### config.mk
export PLATFORM = sky130hd
export DESIGN_NAME = pgn_ram
export DESIGN_NICKNAME = d
export VERILOG_FILES = /design/src/rtl/core/pgn_pkg.sv /design/src/rtl/core/pgn_ram.sv
export SDC_FILE = /design/constraint.sdc
export NUM_CORES = 2
export LEC_CHECK = 0
export BUFFER_PORTS_ARGS = -buffer_cell sky130_fd_sc_hd__buf_2
export CAP_MARGIN = 20
export CORE_ASPECT_RATIO = 1.5
export CORE_MARGIN = 10
export CORE_UTILIZATION = 55
export CTS_CLUSTER_SIZE = 40
export DETAILED_ROUTE_END_ITERATION = 16
export GPL_TIMING_DRIVEN = 0
export HOLD_SLACK_MARGIN = 0.02
export PLACE_DENSITY = 0.76
export REMOVE_ABC_BUFFERS = 1
export SLEW_MARGIN = 20
export SYNTH_ARGS = -nofsm -noshare
export SYNTH_HDL_FRONTEND = slang
export SYNTH_SLANG_ARGS = --single-unit
export TNS_END_PERCENT = 10
### constraint.sdc
create_clock -name clk -period 2.95 [get_ports clk]
set_clock_uncertainty 0.15 [all_clocks]
set_input_delay 0.4425 -clock clk [delete_from_list [all_inputs] [get_ports clk]]
set_output_delay 0.4425 -clock clk [all_outputs]
set_load 0.02 [all_outputs]
### src/rtl/core/pgn_pkg.sv
// Shared types and constants of the 3D gradient noise block.
`default_nettype none
package pgn_pkg;

  localparam int TABLE_SIZE_DEF = 256;
  localparam int FRAC_BITS_DEF  = 16;

  // cycles from an accepted evaluate beat to its result strobe
  localparam int PIPE_LAT = 9;

  localparam logic [16:0] ONE_Q16   = 17'd65536;
  localparam logic [17:0] THREE_Q16 = 18'd196608;

  localparam logic OP_LOAD = 1'b0;
  localparam logic OP_EVAL = 1'b1;

  localparam logic [1:0] TSEL_PERM_X = 2'd0;
  localparam logic [1:0] TSEL_PERM_Y = 2'd1;
  localparam logic [1:0] TSEL_PERM_Z = 2'd2;
  localparam logic [1:0] TSEL_GRAD   = 2'd3;

  localparam int NUM_CORNERS = 8;

  // packed gradient: x in [47:32], y in [31:16], z in [15:0]
  typedef logic [47:0] grad_t;

  // table write request: one-hot enable per table (perm x, y, z, gradient)
  typedef struct packed {
    logic [3:0] we;
    logic [7:0] index;
    logic [7:0] perm;
    grad_t      grad;
  } ld_t;

endpackage
`default_nettype wire

### src/rtl/core/pgn_ram.sv
// Generic RAM: one write port, two registered read ports, read-old on collision.
`default_nettype none
module pgn_ram #(
  parameter int WIDTH = 8,
  parameter int DEPTH = pgn_pkg::TABLE_SIZE_DEF
) (
  input  wire logic                     clk,
  input  wire logic                     we,
  input  wire logic [$clog2(DEPTH)-1:0] waddr,
  input  wire logic [WIDTH-1:0]         wdata,
  input  wire logic [$clog2(DEPTH)-1:0] raddr_a,
  input  wire logic [$clog2(DEPTH)-1:0] raddr_b,
  output logic      [WIDTH-1:0]         rdata_a,
  output logic      [WIDTH-1:0]         rdata_b
);

  logic [WIDTH-1:0] mem [DEPTH];
  logic [WIDTH-1:0] rdata_a_r;
  logic [WIDTH-1:0] rdata_b_r;

  always_ff @(posedge clk) begin
    if (we) begin
      mem[waddr] <= wdata;
    end
    rdata_a_r <= mem[raddr_a];
    rdata_b_r <= mem[raddr_b];
  end

  assign rdata_a = rdata_a_r;
  assign rdata_b = rdata_b_r;

endmodule
`default_nettype wire

==> impl_metrics.csv <==
group,metric,value,unit
drt,ant_nets,0,
cts,cts_max_level,4,
critical_path,cp-startpoint,"raddr_b[3]",
yosys,synth-edff-count,2048,
global_route,antenna_found_initial,11,
drt,wl_per_cell,41.7,um
yosys,ys_warn_count,0,
status,violations,"negative setup slack",
drt,drc,0,
timing,post-route-period-util,106,%
global_route,grtUsageTotal,30.6,%
floorplan,fp.dieH,534,um
yosys,synth.distinct_cells,65,
timing,rsz0062_at_grt,"true",
power,vdd_drop_max,0.488,mV
floorplan,num_rows,188,
timing,timing.fmax,0.319,GHz
timing,finalMaxSlewViolations,0,
yosys,synth_area,97000,sq um
floorplan,dieWidth,363,um
yosys,yosysMostFrequentCell,"edfxtp_1",
yosys,netlist_top_cells_count,"edfxtp_1 (2048), mux4_2 (1051), nor2_1 (298)",
floorplan,initial_utilization,55.3,%
yosys,avgSynthCellArea,20.0,sq um
drt,drt-total-wl,303000,um
yosys,synth_top_cell_area_share,63.4,%
timing,setup_ws,-0.182,ns
power,power.density,576,nW/um^2
place,portBuffers,49,
cts,cts_tree,"done",
critical_path,worst_ep_required_time,3.49,ns
critical_path,crit_end,"rdata_b[0]$_DFF_P_",
cts,cts_buffers,189,
place,routabilityCongestion,0.894,
cells_and_area,drive_gt1_share,34.4,%
yosys,yosys-top-cells-area,"edfxtp_1 (63%), mux4_2 (24%), mux2i_1 (2.4%)",
cts,cts_root_buf,"clkbuf_16",
worst_hold_path,hp-class,"in -> reg",
global_route,grt_pass1_wl,423000,um
critical_path,crit_arrival,3.67,ns
drt,drt_iter0_drc,8531,
floorplan,die_area,194000,sq um
critical_path,critPathCaptureType,"register",
timing,setup_tns,-2.43,ns
yosys,synthArstFlopShare,0,%
yosys,ys_ff_latch,2064,
cts,clk_latency,0.87,ns
global_route,grt_max_degree,145,
critical_path,cp_max_fo,53,
timing,setup_viol,69,
critical_path,ff2ff_setup_slack,-0.05,ns
yosys,yosysSeqAreaShare,63.7,%
floorplan,ios,50,
global_route,grt_overflow,0,
cells_and_area,area_delta_synth_final,10.9,%
yosys,syn_inst,4847,
power,leakagePower,33.3,nW
critical_path,critPathLaunchType,"primary input",
place,dp_hpwl,186000,um
cts,cts_max_path_buffers,4,
drt,vias,56000,
yosys,ys.flop_type,"edfxtp_1",
global_route,first_global_vias,56900,
yosys,synth_top_cell_by_area,"edfxtp_1",
critical_path,r2r_start,"mem[31][2]$_DFFE_PP_",
power,power,62.0,mW
drt,dr.pass1.iters,8,
critical_path,rr_worst_depth,6,
timing,post-route-min-period,3.13,ns
critical_path,critPathKind,"in -> reg",
cells_and_area,nFillCells,11600,
floorplan,core_area,175000,sq um
cts,cts_num_sinks,2064,
timing,maxSlewHeadroom,19.1,%
critical_path,r2r-end,"rdata_a[2]$_DFF_P_",
cts,clk_pin_slew,0.07,ns
status,status,"complete, but fails checks",
timing,hold_viol,0,
drt,avgViaCountPerCell,7.70,
flow_run,cap_violations,0,
cells_and_area,num-nets-final,4877,
timing,worst_pin_slew,1.21,ns
cell families after synthesis:
family | synth area share [%]
muxes | 27.3
DFF | 63.7
buffers and inverters | 2.73
AOI/OAI and AO/OA | 3.54
and+or+nand+nor | 2.70
flip-flops by register name (all words and copies together) (netlist names):
name     count
mem       2048
rdata_a      8
rdata_b      8
worst min-delay path by stage:
stage,start,to,slack [ns],cells past startpoint
4_1_cts,waddr[1],mem[195][4]$_DFFE_PP_,0.05,3
2_1_floorplan,wdata[0],mem[0][0]$_DFFE_PP_,0.39,0
6_report,wdata[0],mem[161][0]$_DFFE_PP_,0.04,2
3_3_place_gp,rdata_b[6]$_DFF_P_,rdata_b[6],0.72,1
5_1_grt,waddr[1],mem[195][4]$_DFFE_PP_,0.09,3
3_5_place_dp,wdata[7],mem[142][7]$_DFFE_PP_,0.65,1
layer usage:
layer | global-route usage, % | share of wire [%]
met5 | 0 | 0.022
met4 | 23.1 | 9.2
met3 | 7.94 | 12
met2 | 48.7 | 48
met1 | 35.6 | 30
stage by stage:
step	instance area (sq um)	worst slack, ns	instances	hold WS, ns	util [%]
floorplan	94300	-0.999	4452	0.391	-
global placement	97400	-23.37	6781	0.716	55.6
detailed placement	99900	-3.18	6870	0.648	57.0
CTS	107000	-0.114	7241	0.0456	61.0
global route	108000	-0.0860	7264	0.0862	61.4
finish	108000	-0.182	7271	0.0393	61.4
cell type report:
| cell class | count | area [sq um] | area share, % |
|---|---|---|---|
| Tap cell | 2280 | 2850 | 2.65 |
| Inverter | 6 | 52.6 | 0.0489 |
| Antenna cell | 8 | 20.0 | 0.0186 |
| Sequential cell | 2064 | 61800 | 57.5 |
| Multi-Input combinational cell | 2384 | 33400 | 31.1 |
| Clock inverter | 102 | 737 | 0.685 |
| Timing Repair Buffer | 198 | 3710 | 3.45 |
| Clock buffer | 229 | 4960 | 4.62 |
worst max-delay path, cell delays in order:
cell and delay [ns]:
buf_6 0.22, buf_16 0.37, clkinv_8 0.28, buf_16 0.33
mux4_2 0.41, nand2_1 0.14, a21oi_1 0.45, a21oi_2 0.24
a221oi_2 0.65
cells in the final DEF, fill, tap and decap left out, drive strengths merged, types with 10 or more instances in the layout:
| master | instances |
|---|---|
| a22oi | 62 |
| o221ai | 67 |
| clkbuf | 240 |
| a22o | 22 |
| nor2 | 299 |
| bufbuf | 17 |
| mux2 | 38 |
| nor3 | 21 |
| o22ai | 48 |
| nor2b | 27 |
| buf | 163 |
| o21ai | 37 |
| mux2i | 236 |
| mux4 | 1051 |
| nand2b | 13 |
| o31ai | 11 |
| nand4 | 13 |
| a221o | 10 |
| a21oi | 79 |
| and2 | 12 |
| dfxtp | 16 |
| nand3 | 52 |
| o211ai | 13 |
| a211oi | 28 |
| nand2 | 114 |
| a221oi | 37 |
| clkinv | 85 |
| edfxtp | 2048 |
power by group:
part	total (mW)	internal (mW)	switching (mW)
sequential	32.4	32.3	0.0492
clock	23.6	12.7	10.9
combinational	6.01	2.36	3.65
what timing repair did:
action | CTS | global route
setup endpoints to repair | 16 | 83
pin swaps | 6 | 4
endpoints found under the hold margin | 308 | 0
gates cloned | 22 | 13
hold buffers | 7 | 0
gates resized for setup | 101 | 35
setup buffers | 11 | 5
No activity file was read; power rests on OpenSTA's default activity.
